## src/accel_tilt_lowpass_defines.svh

```systemverilog
// assertion macros used by the rtl file accel_tilt_lowpass.sv
`ifndef ACCEL_TILT_LOWPASS_DEFINES_SVH
`define ACCEL_TILT_LOWPASS_DEFINES_SVH

`ifndef SYNTH
// same-cycle implication
`define ATL_ASSERT_IMPL(label, clk, rst, ant, cons) \
   label: assert property (@(posedge clk) disable iff (rst) (ant) |-> (cons)) \
      else $error("accel_tilt_lowpass check failed");
// next-cycle implication
`define ATL_ASSERT_NEXT(label, clk, rst, ant, cons) \
   label: assert property (@(posedge clk) disable iff (rst) (ant) |=> (cons)) \
      else $error("accel_tilt_lowpass check failed");
`else
`define ATL_ASSERT_IMPL(label, clk, rst, ant, cons)
`define ATL_ASSERT_NEXT(label, clk, rst, ant, cons)
`endif

`endif

```

## src/atl_pkg.sv

```systemverilog
package atl_pkg;

   localparam int CORDIC_STEPS_DEF    = 16;
   localparam int ANGLE_FRAC_BITS_DEF = 8;

   localparam int ROOT_W    = 24;            // floor(sqrt((a^2+b^2) << 16))
   localparam int RAD_W     = 2 * ROOT_W;
   localparam int XW        = 28;            // cordic x/y datapath
   localparam int ZW        = 26;            // accumulated angle, degrees q16
   localparam int ATAN_IDX_W = 5;
   localparam int BATCH_W   = 8;
   localparam int WEIGHT_W  = 16;
   localparam int ANG_W     = 16;

   localparam logic [0:0] CSR_FILTER_WEIGHT   = 1'd0;
   localparam logic [0:0] CSR_SAMPLES_PER_RES = 1'd1;

   localparam logic [WEIGHT_W-1:0] WEIGHT_RESET  = 16'd3932;
   localparam logic [BATCH_W-1:0]  SAMPLES_RESET = 8'd100;

   typedef enum logic [2:0] {
      ST_IDLE,
      ST_SQ_A,
      ST_SQ_B,
      ST_ROOT,
      ST_CORDIC,
      ST_ROUND,
      ST_FILTER,
      ST_EMIT
   } atl_state_type;

   // atan(2^-i) in degrees, q16, rounded to nearest
   function automatic logic signed [ZW-1:0] atan_deg(input logic [ATAN_IDX_W-1:0] idx);
      logic signed [ZW-1:0] t;
      case (idx)
         5'd0:    t = 26'sd2949120;
         5'd1:    t = 26'sd1740967;
         5'd2:    t = 26'sd919879;
         5'd3:    t = 26'sd466945;
         5'd4:    t = 26'sd234379;
         5'd5:    t = 26'sd117304;
         5'd6:    t = 26'sd58666;
         5'd7:    t = 26'sd29335;
         5'd8:    t = 26'sd14668;
         5'd9:    t = 26'sd7334;
         5'd10:   t = 26'sd3667;
         5'd11:   t = 26'sd1833;
         5'd12:   t = 26'sd917;
         5'd13:   t = 26'sd458;
         5'd14:   t = 26'sd229;
         5'd15:   t = 26'sd115;
         5'd16:   t = 26'sd57;
         5'd17:   t = 26'sd29;
         5'd18:   t = 26'sd14;
         5'd19:   t = 26'sd7;
         5'd20:   t = 26'sd4;
         5'd21:   t = 26'sd2;
         5'd22:   t = 26'sd1;
         default: t = 26'sd0;
      endcase
      return t;
   endfunction

   function automatic logic signed [ANG_W-1:0] sat16(input logic signed [31:0] v);
      logic signed [ANG_W-1:0] r;
      if (v > 32'sd32767) begin
         r = 16'sh7fff;
      end else if (v < -32'sd32768) begin
         r = 16'sh8000;
      end else begin
         r = v[ANG_W-1:0];
      end
      return r;
   endfunction

endpackage

```

## src/atl_isqrt.sv

```systemverilog
module atl_isqrt
   import atl_pkg::*;
(
   input  logic              clock,
   input  logic              reset,
   input  logic              start,
   input  logic [RAD_W-1:0]  radicand,
   output logic              done,
   output logic [ROOT_W-1:0] root
);

   localparam int CW = $clog2(ROOT_W);

   logic [RAD_W-1:0]  rad_ff;
   logic [ROOT_W:0]   rem_ff;
   logic [ROOT_W-1:0] root_ff;
   logic [CW-1:0]     cnt_ff;
   logic              busy_ff;
   logic              done_ff;

   logic [ROOT_W+2:0] rem_t;
   logic [ROOT_W+2:0] trial;
   logic              fits;
   logic [ROOT_W+2:0] rem_in;

   // one result bit per cycle, restoring digit recurrence
   always_comb begin
      rem_t  = {rem_ff, rad_ff[RAD_W-1 -: 2]};
      trial  = {1'b0, root_ff, 2'b01};
      fits   = (rem_t >= trial);
      rem_in = fits ? (rem_t - trial) : rem_t;
   end

   always_ff @(posedge clock) begin
      if (reset) begin
         busy_ff <= 1'b0;
         done_ff <= 1'b0;
         cnt_ff  <= '0;
      end else begin
         done_ff <= 1'b0;
         if (start) begin
            busy_ff <= 1'b1;
            cnt_ff  <= '0;
         end else if (busy_ff) begin
            cnt_ff <= cnt_ff + CW'(1);
            if (cnt_ff == CW'(ROOT_W - 1)) begin
               busy_ff <= 1'b0;
               done_ff <= 1'b1;
            end
         end
      end
   end

   always_ff @(posedge clock) begin
      if (start) begin
         rad_ff  <= radicand;
         rem_ff  <= '0;
         root_ff <= '0;
      end else if (busy_ff) begin
         rad_ff  <= {rad_ff[RAD_W-3:0], 2'b00};
         rem_ff  <= rem_in[ROOT_W:0];
         root_ff <= {root_ff[ROOT_W-2:0], fits};
      end
   end

   assign done = done_ff;
   assign root = root_ff;

endmodule

```

## config.mk

```make
export PLATFORM = sky130hd
export DESIGN_NAME = atl_isqrt
export DESIGN_NICKNAME = d
export VERILOG_FILES = /design/src/accel_tilt_lowpass_defines.svh /design/src/atl_pkg.sv /design/src/atl_isqrt.sv
export SDC_FILE = /design/constraint.sdc
export NUM_CORES = 1
export LEC_CHECK = 0
export BUFFER_PORTS_ARGS = -buffer_cell sky130_fd_sc_hd__buf_2
export CAP_MARGIN = 20
export CORE_UTILIZATION = 63
export DETAILED_ROUTE_END_ITERATION = 10
export PLACE_DENSITY_LB_ADDON = 0.15
export SYNTH_ARGS = -nofsm -noshare
export SYNTH_HDL_FRONTEND = slang
export SYNTH_SLANG_ARGS = --single-unit
```

## constraint.sdc

```tcl
create_clock -name clock -period 7.53 [get_ports clock]
set_clock_uncertainty 0.2 [all_clocks]
set_input_delay 1.1295 -clock clock [delete_from_list [all_inputs] [get_ports clock]]
set_output_delay 1.1295 -clock clock [all_outputs]
set_load 0.02 [all_outputs]
```

# After elaboration in Yosys (flattened, before gate mapping)
# Cells that the tools add are included.
totals:
  ff_bits: 104
  input_bits: 51
  output_inout_bits: 25
  elab_cells: 21
classes:
  n_addsub: 2
  order_cmp: 1
  eq_ne: 1
  muxes: 7
  n_bitwise: 1
  reduce_logical: 3
ops:
  columns: ["operator", "n"]
  rows:
  - ["$mux W48", 2]
  - ["$ge A27 B26 Y1", 1]
  - ["$mux W25", 1]
  - ["$sub A25 B25 Y25", 1]
  - ["$add A5 B1 Y5 const B", 1]
  - ["$eq A5 B5 Y1 const B", 1]
  - ["$mux W1", 4]
  - ["$reduce_or A3 Y1", 1]
  - ["$reduce_bool A2 Y1", 1]
  - ["$reduce_or A2 Y1", 1]
  - ["$not A1 Y1", 1]

# Logic depth before layout (Yosys ltp)
logic_depth:
  word_depth: 4
  mapped_depth: 12

# Least setup slack after synthesis
# OpenSTA, ideal clock, no wires.
synth_timing:
  path_kind: "in2reg"
  from: "input start"
  to: "register rad_ff[0] (enable)"
  setup_ns: 0.402
  t_arrival_ns: 2.631
  setup_slack_ns: 4.297
  path_stages: 4
  path_cell_list: "clkbuf_1 nor2_1 clkbuf_1 inv_1"
synth_via:
  elab_chain_len: 1
synth_rtl:
  columns: ["element", "line", "rtl"]
  rows:
  - ["start, declared", "atl_isqrt.sv:6", "input logic start,"]
  - ["$reduce_bool A2 Y1 (no line)", null, null]
  - ["end signal, assigned", "atl_isqrt.sv:56", "rad_ff <= radicand;"]
  - ["end signal, assigned", "atl_isqrt.sv:60", "rad_ff <= {rad_ff[RAD_W-3:0], 2'b00};"]
  - ["end, declared", "atl_isqrt.sv:14", "logic [RAD_W-1:0] rad_ff;"]
# Every way passes these cells.
# A chain may end at the register's enable or synchronous reset.

# Worst setup path after layout
layout_timing:
  from: "register root_ff[0] (netlist: root[0])"
  to: "register rem_ff[24]"
layout_via:
  elab_chain_len: 2
layout_rtl:
  columns: ["element", "line", "rtl"]
  rows:
  - ["start, declared", "atl_isqrt.sv:16", "logic [ROOT_W-1:0] root_ff;"]
  - ["start signal, assigned", "atl_isqrt.sv:62", "root_ff <= {root_ff[ROOT_W-2:0], fits};"]
  - ["$sub A25 B25 Y25 or $ge A27 B26 Y1 (tied branches)", "atl_isqrt.sv:31, atl_isqrt.sv:30", null]
  - ["$mux W25 (*)", "atl_isqrt.sv:31", "rem_in = fits ? (rem_t - trial) : rem_t;"]
  - ["end signal, assigned", "atl_isqrt.sv:61", "rem_ff <= rem_in[ROOT_W:0];"]
  - ["end, declared", "atl_isqrt.sv:15", "logic [ROOT_W:0] rem_ff;"]
# Mark *: on every way between the ends. The rest lies on a longest branch, timed or not.

==> results.ini <==
[global_route]
grt_use_met1=0.312
grt_overflow_total=0
grt_pass1_wl_microns=19200
grt_pass1_vias=4233
grt_use_met2=0.417
grt_start_max_net_pins=90
gr-usage-met3=0.0705
antenna_found_initial=0
grt.total_usage=0.247
busiest_layer=met2

[job]
drv_cap=0

[route]
vias=4176
firstDrtPassIters=6
wl_per_cell_microns=15.6
ant_nets=0
drc=0
drt_iter0_markers=197
viasPerCell=5.78
drt_wl_total_microns=11300

[yosys]
synthFlopType=dfxtp_1
ys_seq_elements=104
synth_cell_types=61
synthesis.area_sq_um=5720
syn_nets=625
syn_area_per_cell_sq_um=10.4
yosysSeqAreaShare=0.448
synth_cells=547
synth_edf_count=48
yosys_warnings=0
synth-async-reset-ratio=0

[critical_path]
crit_chain=inv_1 > ha_1 > nor2b_1 > o311ai_2 > a31oi_1 > o31ai_1 > nand2_1 > nor4b_1 > nor4b_2 > o31ai_2
r2r_cells=10
worst-setup-path-type=flip-flop to flip-flop
critPathSlowestCell=o31ai_1
worstPathArrival_ps=3280
end_kind=flip-flop
reg2reg_to=rem_ff[24]
cp_max_fo=4
cp.required_ps=7620
critical-path-top-delay-family=compound AO/OA/AOI/OAI gates
ff2ff_setup_slack_ps=4340
worst-path-buf-inv=1
cp-start-kind=flip-flop
cp_slowest_stage_delay_ps=460
reg2reg_from=root[0]

[placed_design]
dp_hpwl_microns=7840
port_buffers=75
gp_congestion=0.880

[worst_hold_path]
hold-path-cell-count=2
worstHoldStart=rem_ff[23]
holdPathEnd=rem_ff[23]
hp-class=flip-flop to flip-flop

[die]
coreArea_sq_um=8760
die_h_microns=97.3
start_util=0.652
io_pins=76
dieArea_sq_um=9460
rows=34
die_width_microns=97.3

[pwr]
leakage_nw=2.65
power_per_cell_area_nw_per_um2=344
peakVddDrop_uv=195

[timing]
fin_tns_setup_ps=0
fin_crit_ps=3190
post-route-period-util=0.424
max_slew.worst_pin.slew_ps=974
slew_headroom=0.350
worst_hold_slack_ps=279
final_hold_viol_count=0
max_freq_mhz=313
drv_slew=0
grt_setup_unrepaired=false
setup_viol=0

[clock_tree]
cts_inserted_buffers=9
cts_tree=built
clk_pin_slew_worst_paths_ps=110
clk_path_buf_depth=2
cts-htree-levels=3
cts_num_sinks=104
cts_resized=0
clk_latency_ps=370
post_cts_buffers=0
holdBufCountCts=0
cts_root_buffer=clkbuf_8

[cells_and_area]
final_common_cell=buf_2
multi_input_area_sq_um=2900
final_cell_mix=buf_2, nor2_1, dfxtp_1
diodes=0
fin_nets=687
post_route_cells_drive_above_1_share=0.252
syn_to_final_growth_pct=10.6
seqCellArea_sq_um=2560
fillers=673

[run_status]
outcome=finished clean

==> worst min-delay path, delay by kind of cell, from the launching register on <==
| family | cells | cell delay [ps] |
|---|---|---|
| simple gates | 1 | 50 |
| flops | 1 | 340 |
| compound gates | 1 | 60 |
==> per-layer routing <==
metal,vias up,share of wire
met2,96,0.48
li1,2096,-
met3,21,0.060
met5,-,0
met1,1963,0.44
met4,0,0.014
==> registers in the layout (all words and copies together), names as in the netlist <==
signal and cells:
root 24, rad_ff 48, done 1, cnt_ff 5, busy_ff 1, rem_ff 25
==> synth_stat cells (4+ instances only) <==
library cell / n / area, sq um
edfxtp_1: 48 / 1440
inv_1: 35 / 131
dfxtp_1: 56 / 1120
nand2b_1: 4 / 25.0
nor3_1: 5 / 25.0
a21oi_1: 17 / 85.1
xnor2_1: 17 / 149
mux2i_1: 41 / 410
ha_1: 27 / 338
o31ai_1: 6 / 45.0
nor2_1: 62 / 233
a211oi_1: 8 / 60.1
nand2_1: 36 / 135
a311oi_1: 4 / 35.0
xor2_1: 7 / 61.3
buf_1: 4 / 15.0
mux2_2: 46 / 518
a21o_1: 11 / 82.6
nor2b_1: 5 / 31.3
clkbuf_1: 21 / 78.8
nand3_1: 7 / 35.0
o21ai_0: 14 / 70.1
and2_1: 4 / 25.0
nand4_1: 6 / 37.5
==> power breakdown <==
group / total (W) / switching (W) / internal [W] / leakage, nW
Combinational: 0.00113 / 0.000626 / 0.000502 / 1.62
Clock: 0.000341 / 0.000211 / 0.000129 / 0.0961
Sequential: 0.000704 / 0.0000413 / 0.000662 / 0.940
==> worst max-delay path by stage <==
| stage | start | end | slack, ps | cells after the start |
|---|---|---|---|---|
| 6_report | root[0] | rem_ff[24] | 4340 | 10 |
| 5_1_grt | root[10] | rem_ff[21] | 4110 | 10 |
| 4_1_cts | root[0] | rem_ff[24] | 4330 | 10 |
| 3_5_place_dp | root[0] | rem_ff[24] | 4350 | 10 |
| 3_3_place_gp | root[0] | rem_ff[24] | 4500 | 10 |
| 2_1_floorplan | start | rad_ff[0] | 4300 | 4 |
==> area by class of cell <==
class | count | area share
multi-input combinational | 380 | 0.458
inverter | 35 | 0.0208
clock inverter | 6 | 0.00989
timing repair buffer | 79 | 0.0641
tap | 108 | 0.0214
sequential | 104 | 0.405
clock buffer | 10 | 0.0202
==> cell families (layout without fill, tap and decap cells) <==
kind of cell / count (synthesis) / count (layout) / synth area share
xor gates and xnor gates: 24 / 24 / 0.0368
buffers and inverters: 63 / 130 / 0.0447
adders and majority gates: 27 / 27 / 0.0591
muxes: 87 / 87 / 0.162
AOI/OAI and AO/OA: 96 / 96 / 0.128
DFF: 104 / 104 / 0.448
and+or+nand+nor: 146 / 146 / 0.121
==> metrics by stage <==
step,cell area (sq um),util,worst slack (ps),power (W),cells
after floorplan,5720,-,4300,0.00165,547
after global placement,6130,0.700,4500,0.00179,706
after detailed placement,6130,0.700,4350,0.00183,706
after CTS,6320,0.722,4330,0.00218,722
after global routing,6320,0.722,4110,0.00231,722
final,6320,0.722,4340,0.00217,722
Note: power is estimated with default switching activity, not from simulation.
