**config.mk**
```make
export PLATFORM = sky130hd
export DESIGN_NAME = atl_cordic
export DESIGN_NICKNAME = d
export VERILOG_FILES = /design/src/accel_tilt_lowpass_defines.svh /design/src/atl_pkg.sv /design/src/atl_cordic.sv
export SDC_FILE = /design/constraint.sdc
export NUM_CORES = 1
export LEC_CHECK = 0
export ABC_AREA = 1
export BUFFER_PORTS_ARGS = -buffer_cell sky130_fd_sc_hd__buf_4
export CORE_AREA = 2 2 208 190
export CTS_BUF_LIST = sky130_fd_sc_hd__clkbuf_8
export DETAILED_ROUTE_END_ITERATION = 10
export DIE_AREA = 0 0 210 192
export GPL_ROUTABILITY_DRIVEN = 0
export REMOVE_ABC_BUFFERS = 1
export SYNTH_ARGS = -nofsm -noshare
export SYNTH_HDL_FRONTEND = slang
export SYNTH_SLANG_ARGS = --single-unit
```
**constraint.sdc**
```tcl
create_clock -name clock -period 4.45 [get_ports clock]
set_clock_uncertainty 0.15 [all_clocks]
set_input_delay 0.445 -clock clock [delete_from_list [all_inputs] [get_ports clock]]
set_output_delay 0.445 -clock clock [all_outputs]
set_load 0.01 [all_outputs]
```
**src/accel_tilt_lowpass_defines.svh**
```systemverilog
// assertion macros used by the rtl file accel_tilt_lowpass.sv
`ifndef ACCEL_TILT_LOWPASS_DEFINES_SVH
`define ACCEL_TILT_LOWPASS_DEFINES_SVH

`ifndef SYNTH
// same-cycle implication
`define ATL_ASSERT_IMPL(label, clk, rst, ant, cons) \
   label: assert property (@(posedge clk) disable iff (rst) (ant) |-> (cons)) \
      else $error("accel_tilt_lowpass check failed");
// next-cycle implication
`define ATL_ASSERT_NEXT(label, clk, rst, ant, cons) \
   label: assert property (@(posedge clk) disable iff (rst) (ant) |=> (cons)) \
      else $error("accel_tilt_lowpass check failed");
`else
`define ATL_ASSERT_IMPL(label, clk, rst, ant, cons)
`define ATL_ASSERT_NEXT(label, clk, rst, ant, cons)
`endif

`endif

```
**src/atl_pkg.sv**
```systemverilog
package atl_pkg;

   localparam int CORDIC_STEPS_DEF    = 16;
   localparam int ANGLE_FRAC_BITS_DEF = 8;

   localparam int ROOT_W    = 24;            // floor(sqrt((a^2+b^2) << 16))
   localparam int RAD_W     = 2 * ROOT_W;
   localparam int XW        = 28;            // cordic x/y datapath
   localparam int ZW        = 26;            // accumulated angle, degrees q16
   localparam int ATAN_IDX_W = 5;
   localparam int BATCH_W   = 8;
   localparam int WEIGHT_W  = 16;
   localparam int ANG_W     = 16;

   localparam logic [0:0] CSR_FILTER_WEIGHT   = 1'd0;
   localparam logic [0:0] CSR_SAMPLES_PER_RES = 1'd1;

   localparam logic [WEIGHT_W-1:0] WEIGHT_RESET  = 16'd3932;
   localparam logic [BATCH_W-1:0]  SAMPLES_RESET = 8'd100;

   typedef enum logic [2:0] {
      ST_IDLE,
      ST_SQ_A,
      ST_SQ_B,
      ST_ROOT,
      ST_CORDIC,
      ST_ROUND,
      ST_FILTER,
      ST_EMIT
   } atl_state_type;

   // atan(2^-i) in degrees, q16, rounded to nearest
   function automatic logic signed [ZW-1:0] atan_deg(input logic [ATAN_IDX_W-1:0] idx);
      logic signed [ZW-1:0] t;
      case (idx)
         5'd0:    t = 26'sd2949120;
         5'd1:    t = 26'sd1740967;
         5'd2:    t = 26'sd919879;
         5'd3:    t = 26'sd466945;
         5'd4:    t = 26'sd234379;
         5'd5:    t = 26'sd117304;
         5'd6:    t = 26'sd58666;
         5'd7:    t = 26'sd29335;
         5'd8:    t = 26'sd14668;
         5'd9:    t = 26'sd7334;
         5'd10:   t = 26'sd3667;
         5'd11:   t = 26'sd1833;
         5'd12:   t = 26'sd917;
         5'd13:   t = 26'sd458;
         5'd14:   t = 26'sd229;
         5'd15:   t = 26'sd115;
         5'd16:   t = 26'sd57;
         5'd17:   t = 26'sd29;
         5'd18:   t = 26'sd14;
         5'd19:   t = 26'sd7;
         5'd20:   t = 26'sd4;
         5'd21:   t = 26'sd2;
         5'd22:   t = 26'sd1;
         default: t = 26'sd0;
      endcase
      return t;
   endfunction

   function automatic logic signed [ANG_W-1:0] sat16(input logic signed [31:0] v);
      logic signed [ANG_W-1:0] r;
      if (v > 32'sd32767) begin
         r = 16'sh7fff;
      end else if (v < -32'sd32768) begin
         r = 16'sh8000;
      end else begin
         r = v[ANG_W-1:0];
      end
      return r;
   endfunction

endpackage

```
**src/atl_cordic.sv**
```systemverilog
module atl_cordic
   import atl_pkg::*;
#(
   parameter int STEPS = CORDIC_STEPS_DEF
)
(
   input  logic                 clock,
   input  logic                 reset,
   input  logic                 start,
   input  logic signed [XW-1:0] px0,
   input  logic signed [XW-1:0] py0,
   output logic                 done,
   output logic signed [ZW-1:0] angle
);

   localparam int STW = $clog2(STEPS);

   logic signed [XW-1:0] px_ff;
   logic signed [XW-1:0] py_ff;
   logic signed [ZW-1:0] z_ff;
   logic [STW-1:0]       step_ff;
   logic                 busy_ff;
   logic                 done_ff;

   logic signed [XW-1:0] dx;
   logic signed [XW-1:0] dy;
   logic signed [ZW-1:0] t;

   // shared shift-add rotation, one micro-rotation per cycle
   always_comb begin
      dx = py_ff >>> step_ff;
      dy = px_ff >>> step_ff;
      t  = atan_deg(ATAN_IDX_W'(step_ff));
   end

   always_ff @(posedge clock) begin
      if (reset) begin
         busy_ff <= 1'b0;
         done_ff <= 1'b0;
         step_ff <= '0;
      end else begin
         done_ff <= 1'b0;
         if (start) begin
            busy_ff <= 1'b1;
            step_ff <= '0;
         end else if (busy_ff) begin
            step_ff <= step_ff + STW'(1);
            if (step_ff == STW'(STEPS - 1)) begin
               busy_ff <= 1'b0;
               done_ff <= 1'b1;
            end
         end
      end
   end

   always_ff @(posedge clock) begin
      if (start) begin
         px_ff <= px0;
         py_ff <= py0;
         z_ff  <= '0;
      end else if (busy_ff) begin
         if (!py_ff[XW-1]) begin
            px_ff <= px_ff + dx;
            py_ff <= py_ff - dy;
            z_ff  <= z_ff + t;
         end else begin
            px_ff <= px_ff - dx;
            py_ff <= py_ff + dy;
            z_ff  <= z_ff - t;
         end
      end
   end

   assign done  = done_ff;
   assign angle = z_ff;

endmodule

```
* After elaboration in Yosys (flattened, before gate mapping)
Memory sizes are Yosys's and may differ from the RTL's. A register that Yosys moved wholly into a read port is not among the register bits. Index checks and enable logic that the tools add are counted.
Word-level totals: register bits after elaboration 88, memory bits (read-only) 352, output and inout port bits 27, logic and storage cells 34, memories kept 1
Memories:
- (name not given) | depth 16, bits a word 22, rd ports 1, clocked after memory_dff 1, write ports 0, line atl_pkg.sv:35 | case (idx)
Operators by class: $add $sub $neg 7, equality and inequality tests 1, shifts and indexed selects 2, mux-type cells 13, bitwise operators 1, reductions and logical operators 3
Operators by type and width (number):
- $mux 28 | 6
- $add 28x28->28 | 2
- $sshr 28x4->28 | 2
- $sub 28x28->28 | 2
- $add 26x26->26 | 1
- $mux 26 | 1
- $sub 26x26->26 | 1
- $mux 4 | 2
- $add 4x1->4 const B | 1
- $eq 4x4->1 const B | 1
- $mux 1 | 4
- $reduce_or 3->1 | 1
- $reduce_bool 2->1 | 1
- $reduce_or 2->1 | 1
- $not 1->1 | 1

* Depth between registers and ports, before layout
Gate-level depths: netlist of the first run.
depth in word-level cells 5, depth in mapped cells 33, mapped depth without buffers 29

* Worst setup path after synthesis of the first run
Ideal clock, no wire load.
path kind register to register, from reg step_ff[1], to reg py_ff[22], data pin, library setup time 0.254 ns, arrival time 3.622 ns, slack 0.424 ns, cell stages (with the launch flop) 27, path buffers 3, cell sequence dfxtp_1 buf_2 inv_2 buf_4 buf_2 nand3_1 nand2_1 nor2_1 o21ai_2 ha_1 nand3_2 nor3_4 nand2_2 o21ai_1 xor2_1 inv_1 ha_1 nand2_1 nor2_1 and2_1 nand4_1 nand3_1 a21oi_1 inv_1 or2_2 nand3_1 nand2_1
On the way: word-level cells in the longest chain between the ends 5, elaborated cells between the ends (all ways) 6
RTL lines:
- from (decl) | line atl_cordic.sv:21 | logic [STW-1:0] step_ff;
- from (signal assigned) | line atl_cordic.sv:47 | step_ff <= step_ff + STW'(1);
- $sshr 28x4->28 (*) | line atl_cordic.sv:32 | dy = px_ff >>> step_ff;
- $sub 28x28->28 / $add 28x28->28 (equally long branches) | line atl_cordic.sv:64, atl_cordic.sv:68
- $mux 28 (*) | line atl_cordic.sv:62 | if (!py_ff[XW-1]) begin
- $mux 28 (*) | line atl_cordic.sv:61 | end else if (busy_ff) begin
- $mux 28 (*) | line atl_cordic.sv:57 | if (start) begin
- to (signal assigned) | line atl_cordic.sv:59 | py_ff <= py0;
- to (signal assigned) | line atl_cordic.sv:64 | py_ff <= py_ff - dy;
- to (signal assigned) | line atl_cordic.sv:68 | py_ff <= py_ff + dy;
- to (decl) | line atl_cordic.sv:19 | logic signed [XW-1:0] py_ff;
Mark *: on every way between the ends. The rest lies on a longest branch, timed or not. The select of a mux whose other input is x is not followed. A chain may end at the register's enable or synchronous reset.

* Worst setup path after layout of the first run
Same ends and word-level chain as after synthesis.

==> results.toml, run 1 <==
[layout]
fin_nets = 2419
diodes = 0
layout_common_cells = "nand2_1, nand3_1, inv_1"
syn2layout_area_growth_pct = 13.9
layout_commonest_cell = "nand2_1"
final_layout_size_suffix_gt1_frac = 0.119
final_design_area_no_fill_um2 = 15000
fin_util = 0.395

[sta]
hold_viol_final = 0
fmax_ghz = 0.238
finalSetupViolCount = 0
worst_pin_slew_ps = 1020
slew_headroom = 0.316
fin_crit_sh = 0.943
slew_viol_final = 0
layout_min_cycle_time_ps = 4200
layout_setup_ws_ps = 255
grt_setup_unrepaired = "yes"
fin_hold_ws_ps = 95.3

[global_route]
grt_use_total = 0.219
grt_start_max_net_pins = 44
grt_overflow_total = 0
grt_antenna_before_repair = 0
grt_pass1_wl_um = 70300
grt_pass1_vias = 13500

[setup_path]
crit_type = "flop to flop"
cpPeakStageDelay_ps = 400
cp_max_fo = 25
cp_cell_sequence = "clkinv_4 -> buf_12 -> nand3_1 -> nand3_1 -> nand3_1 -> nand2_1 -> nand2_1 -> nor2_2 -> nand2_2 -> nor2_4 -> nand2_2 -> nand2_1 -> xor2_1 -> inv_1 -> ha_1 -> a21oi_1 -> o21ai_0 -> a21oi_1 -> nand3_2 -> a21oi_2 -> inv_1 -> or2_2 -> nand3_1 -> nand2_1"
slowest_stage = "dfxtp_4"
r2r_setup_slack_ps = 250
crit_family = "simple AND/OR/NAND/NOR gates"
arrival_ps = 4280
start_kind = "flop"
worst-path-buf-inv = 4
required_ps = 4540
worstSetupEndpointType = "flop"

[die]
rows = 68
dieHeight_um = 192
dieArea_um2 = 40300
die_x_um = 210
io_pins = 86
core_um2 = 38000
start_util = 0.346

[detailed_routing]
post_drt_via_cell_ratio = 5.26
wl_per_cell_um = 16.0
drt_wl_total_um = 44000
drt-pass1-iter-count = 5
drtIter0Drc = 1167
postRouteAntennaNets = 0
dr_total_vias = 14500
drc = 0

[yosys]
synth.distinct_cells = 48
syn_inst = 2190
ys.flop_type = "edfxtp_1"
synth_seq_cells = 110
ys_seq_area_frac = 0.210
syn_area_um2 = 13200
async_flop_share = 0
syn_avg_cell_area_um2 = 6.02
yosys_warnings = 0
synth_edf_count = 56

[hold_path]
hp-class = "input port to flop"

[clock_network]
clock_latency_ps = 470
root_buffer = "clkbuf_8"
cts-buffers-inserted = 9
clkSlewWorstSetupHoldPaths_ps = 140
clock-sinks = 110
h-tree-depth = 3
clock_path_buffers = 2
cts_tree = "yes"

[power_and_ir_drop]
vdd_drop_max_mv = 0.270
powerDensity_nw_per_um2 = 853
leakagePower_uw = 0.00739

[run_status]
status = "finished clean"

[place]
dpl.hpwl_um = 35200
io_buffers = 85
post_dp_cell_area_um2 = 14500
post-place-ws_ps = 30.6

[run]
max_cap_viol_count = 0
worst register-to-register path, delay by kind of cell, from the launching register on:
family	cells	cell delay, ps
AOI/OAI and AO/OA	4	750
xor gates and xnor gates	1	150
DFF	1	400
and+or+nand+nor	14	1740
adders and majority gates	1	350
buffers and inverters	4	430
sequential cells by signal, summed over array words and instances (netlist names):
register  count
px_ff        28
py_ff        28
angle        26
t            22
step_ff       4
busy_ff       1
done          1
area by class of cell:
| class | instances | area, µm² |
|---|---|---|
| tap | 490 | 613 |
| fill | 4158 | 23000 |
| multi-input combinational | 1794 | 9480 |
| timing repair buffer | 139 | 1160 |
| clock inverter | 7 | 75.1 |
| inverter | 208 | 786 |
| sequential | 110 | 2770 |
| clock buffer | 9 | 124 |
stage by stage:
| stage | total power, µW | std cells | setup TNS (ps) |
|---|---|---|---|
| after floorplan | 8900 | 2112 | -24880 |
| after global placement | 11400 | 2733 | 0 |
| after detailed placement | 11500 | 2733 | 0 |
| after CTS | 12200 | 2750 | 0 |
| after global routing | 14200 | 2757 | -144 |
| final | 12800 | 2757 | 0 |
where the power goes:
group	switching, µW	leakage [µW]	internal, µW
clock	449	0.000102	222
sequential	499	0.00101	1560
combinational	6300	0.00627	3770
total	7250	0.00739	5550
worst paths after layout:
| kind | start | endpoint | depth (start not counted) |
|---|---|---|---|
| setup reg to reg | step_ff[1] | py_ff[22] | 24 |
| hold reg to reg | angle[5] | angle[5] | 2 |
| hold / removal | py0[23] | py_ff[23] | 3 |
| setup / recovery | step_ff[1] | py_ff[22] | 24 |
routing by layer:
metal | part of all wire | up-vias | GRT usage | wire length, µm
met3 | 0.054 | 51 | 0.0262 | 2400
met1 | 0.49 | 6563 | 0.314 | 21800
met5 | 0 | - | 0 | 0
met2 | 0.43 | 450 | 0.341 | 18800
met4 | 0.024 | 0 | 0.0717 | 1060
li1 | - | 7431 | - | -
synthesized netlist by cell type, types with 2 or more instances:
cell,instances,area (µm²)
a21boi_0,4,30.0
inv_1,199,747
nor3b_1,2,15.0
dfxtp_1,54,1080
nor2_1,189,709
o21ai_1,14,70.1
buf_2,24,120
buf_1,18,67.6
nand3_2,2,20.0
o21bai_1,9,67.6
o21ai_2,3,26.3
o221ai_1,3,26.3
nand3_1,322,1610
clkbuf_1,31,116
and2_1,3,18.8
o21a_1,5,37.5
ha_1,95,1190
a31oi_1,15,93.8
buf_6,4,45.0
nor4_1,3,18.8
nor2_4,2,22.5
xnor2_1,23,201
o31ai_1,2,15.0
o211ai_1,14,105
edfxtp_1,56,1680
nand2_2,4,25.0
a211oi_1,4,30.0
or2_2,36,225
xor2_1,52,455
inv_2,8,30.0
nand2_1,667,2500
nand3b_1,4,30.0
a21oi_1,127,636
fa_1,3,60.1
o21ai_0,116,581
a21o_1,12,90.1
nor3_1,25,125
nand4_1,21,131
nor2_2,6,37.5
timing repair:
| action | 4_1_cts | 5_1_grt |
|---|---|---|
| hold endpoints to repair | 1 | 0 |
| pin swaps | 0 | 7 |
| cloned | 0 | 0 |
| gates resized for setup | 1 | 74 |
| hold buffers | 1 | 0 |
| setup buffers | 0 | 7 |
| endpoints found under the setup margin | 1 | 27 |
cell families (layout without fill, tap and decap cells):
family	count (synthesis)	in the layout	share of synthesized area
xor+xnor	75	75	0.0499
simple gates	1288	1288	0.419
flops	110	110	0.210
compound gates	333	333	0.140
fa+ha+maj	98	98	0.0948
buf+inv	286	363	0.0863
(Power assumes the default switching activity.)
==> inputs of run 2 (changes only) <==
--- a/config.mk
+++ b/config.mk
@@ -13,6 +13,7 @@
 export DIE_AREA = 0 0 210 192
 export GPL_ROUTABILITY_DRIVEN = 0
 export REMOVE_ABC_BUFFERS = 1
+export SETUP_SLACK_MARGIN = 0.3
 export SYNTH_ARGS = -nofsm -noshare
 export SYNTH_HDL_FRONTEND = slang
 export SYNTH_SLANG_ARGS = --single-unit
==> run 2 against run 1 <==
Against the previous run: die area unchanged; sequential share of layout area is 1.5 points lower; via count increased by 2.5%; critical endpoint unchanged; setup slack improved by 91 ps; critical path depth did not move; non-clock buffer count rose by 32; hold slack lost 6.3 ps; highest routed layer unchanged; design area grew 8.7%; final cell count up 1.2%; largest cell class unchanged.
==> results.toml, run 2 (same netlist as run 1, synthesis figures left out) <==
[clock_network]
root_buffer = "clkbuf_8"
h-tree-depth = 3
clock_path_buffers = 2
clock_latency_ps = 470
clock-sinks = 110
clkSlewWorstSetupHoldPaths_ps = 140
cts_tree = "yes"
cts-buffers-inserted = 9

[global_route]
grt_pass1_wl_um = 70400
grt_use_total = 0.220
grt_overflow_total = 0
grt_start_max_net_pins = 44
grt_antenna_before_repair = 0
grt_pass1_vias = 13600

[place]
io_buffers = 85
dp_cells = 2733
dpl.hpwl_um = 35200
post-place-ws_ps = 30.6
post_dp_cell_area_um2 = 14500

[sta]
layout_setup_ws_ps = 346
worst_pin_slew_ps = 1030
hold_viol_final = 0
layout_min_cycle_time_ps = 4100
finalSetupViolCount = 0
fin_crit_sh = 0.922
slew_headroom = 0.308
grt_setup_unrepaired = "yes"
fin_setup_tns_ps = 0
slew_viol_final = 0
fmax_ghz = 0.244

[hold_path]
hp-class = "input port to flop"

[setup_path]
start_kind = "flop"
arrival_ps = 4200
crit_type = "flop to flop"
worstSetupEndpointType = "flop"
cp_max_fo = 25
required_ps = 4540

[layout]
diodes = 0
num-fill-cells = 3996
final_layout_size_suffix_gt1_frac = 0.211
final_design_area_no_fill_um2 = 16300
layout_commonest_cell = "nand2_1"
regArea_um2 = 2770
multiInputGateArea_um2 = 10500
fin_nets = 2451
final_cells = 2789
syn2layout_area_growth_pct = 23.8
layout_common_cells = "nand2_1, nand3_1, inv_1"

[power_and_ir_drop]
p_clk_frac = 0.046
netSwitchingFraction = 0.555
powerDensity_nw_per_um2 = 896
pwr-share-comb = 0.810
vdd_drop_max_mv = 0.375
share_seq_of_total_power = 0.144
p_switching_uw = 8120
internal_power_uw = 6500
leakagePower_uw = 0.00774

[detailed_routing]
postRouteAntennaNets = 0
post_drt_via_cell_ratio = 5.33
drc = 0
wl_per_cell_um = 16.4
drt-pass1-iter-count = 5
drtIter0Drc = 1077
dr_total_vias = 14900
drt_wl_total_um = 45800

[die]
dieArea_um2 = 40300
io_pins = 86
start_util = 0.346
core_um2 = 38000
dieHeight_um = 192
die_x_um = 210
rows = 68

[run]
max_cap_viol_count = 0

[run_status]
status = "finished clean"
==> run 2: cell count changes in the layout (fill, tap and decap cells not counted), moves of 21 or more <==
cell     previous run  this run
a21oi_1           115        92
nand3_2             4        43
ha_4                2        23
buf_4             128       154
nand3_1           319       277
nand2_1           659       608
nand2_2            12        59
ha_1               89        68
==> run 2: worst max-delay path, stage by stage, from the launching register on <==
cell	delay, ps
dfxtp_4	420
inv_6	60
buf_12	160
nand2_1	80
nand3_1	110
nand3_1	140
nand3_1	100
nand2_2	140
nand2_1	120
nor2_2	150
nand2_2	100
nor2_4	120
buf_4	150
a21oi_1	70
xor2_1	200
ha_2	360
a21oi_2	170
o21ai_0	130
a21oi_1	190
nand3_2	140
a21oi_2	160
inv_1	60
or2_2	260
nand3_1	70
nand2_1	50
==> run 2: worst paths after layout <==
kind	to	cells past startpoint	start	slack, ps
setup / recovery	py_ff[22]	24	step_ff[0]	350
hold / removal	py_ff[23]	3	py0[23]	90
setup reg to reg	py_ff[22]	24	step_ff[0]	350
hold reg to reg	angle[5]	2	angle[5]	340
==> run 2: repair_timing <==
action                     CTS  global route
gates resized for setup     22           293
pin swaps                    2            74
hold buffers                 1             0
setup endpoints to repair   22            41
setup buffers                1            36
gates cloned                 0             2
hold endpoints to repair     1             0
==> run 2: through the flow <==
stage,utilization,hold slack (ps),total power (µW)
global placement,0.381,317,11400
global route,0.429,94.1,16000
floorplan,-,341,8900
CTS,0.389,59.0,12300
finish,0.429,89.0,14600
detailed placement,0.381,325,11500
==> run 2: routing by layer <==
metal,part of all wire,vias up,track usage
li1,-,7498,-
met5,0,-,0
met1,0.48,6840,0.314
met4,0.028,0,0.0726
met2,0.44,451,0.342
met3,0.056,75,0.0262
==> run 2: layout make-up <==
| cell class | count | share of cell area |
|---|---|---|
| Multi-Input combinational cell | 1794 | 0.642 |
| Sequential cell | 110 | 0.170 |
| Timing Repair Buffer | 171 | 0.0890 |
| Inverter | 208 | 0.0491 |
| Tap cell | 490 | 0.0376 |
| Clock buffer | 9 | 0.00759 |
| Clock inverter | 7 | 0.00460 |
==> run 2: power groups by stage <==
stage	registers, µW	logic, µW	clock network (µW)
after floorplan	1840	7060	0
after global placement	2060	9310	0
after detailed placement	2050	9430	0
after CTS	2040	9590	698
after global routing	2130	13200	727
final	2110	11800	672
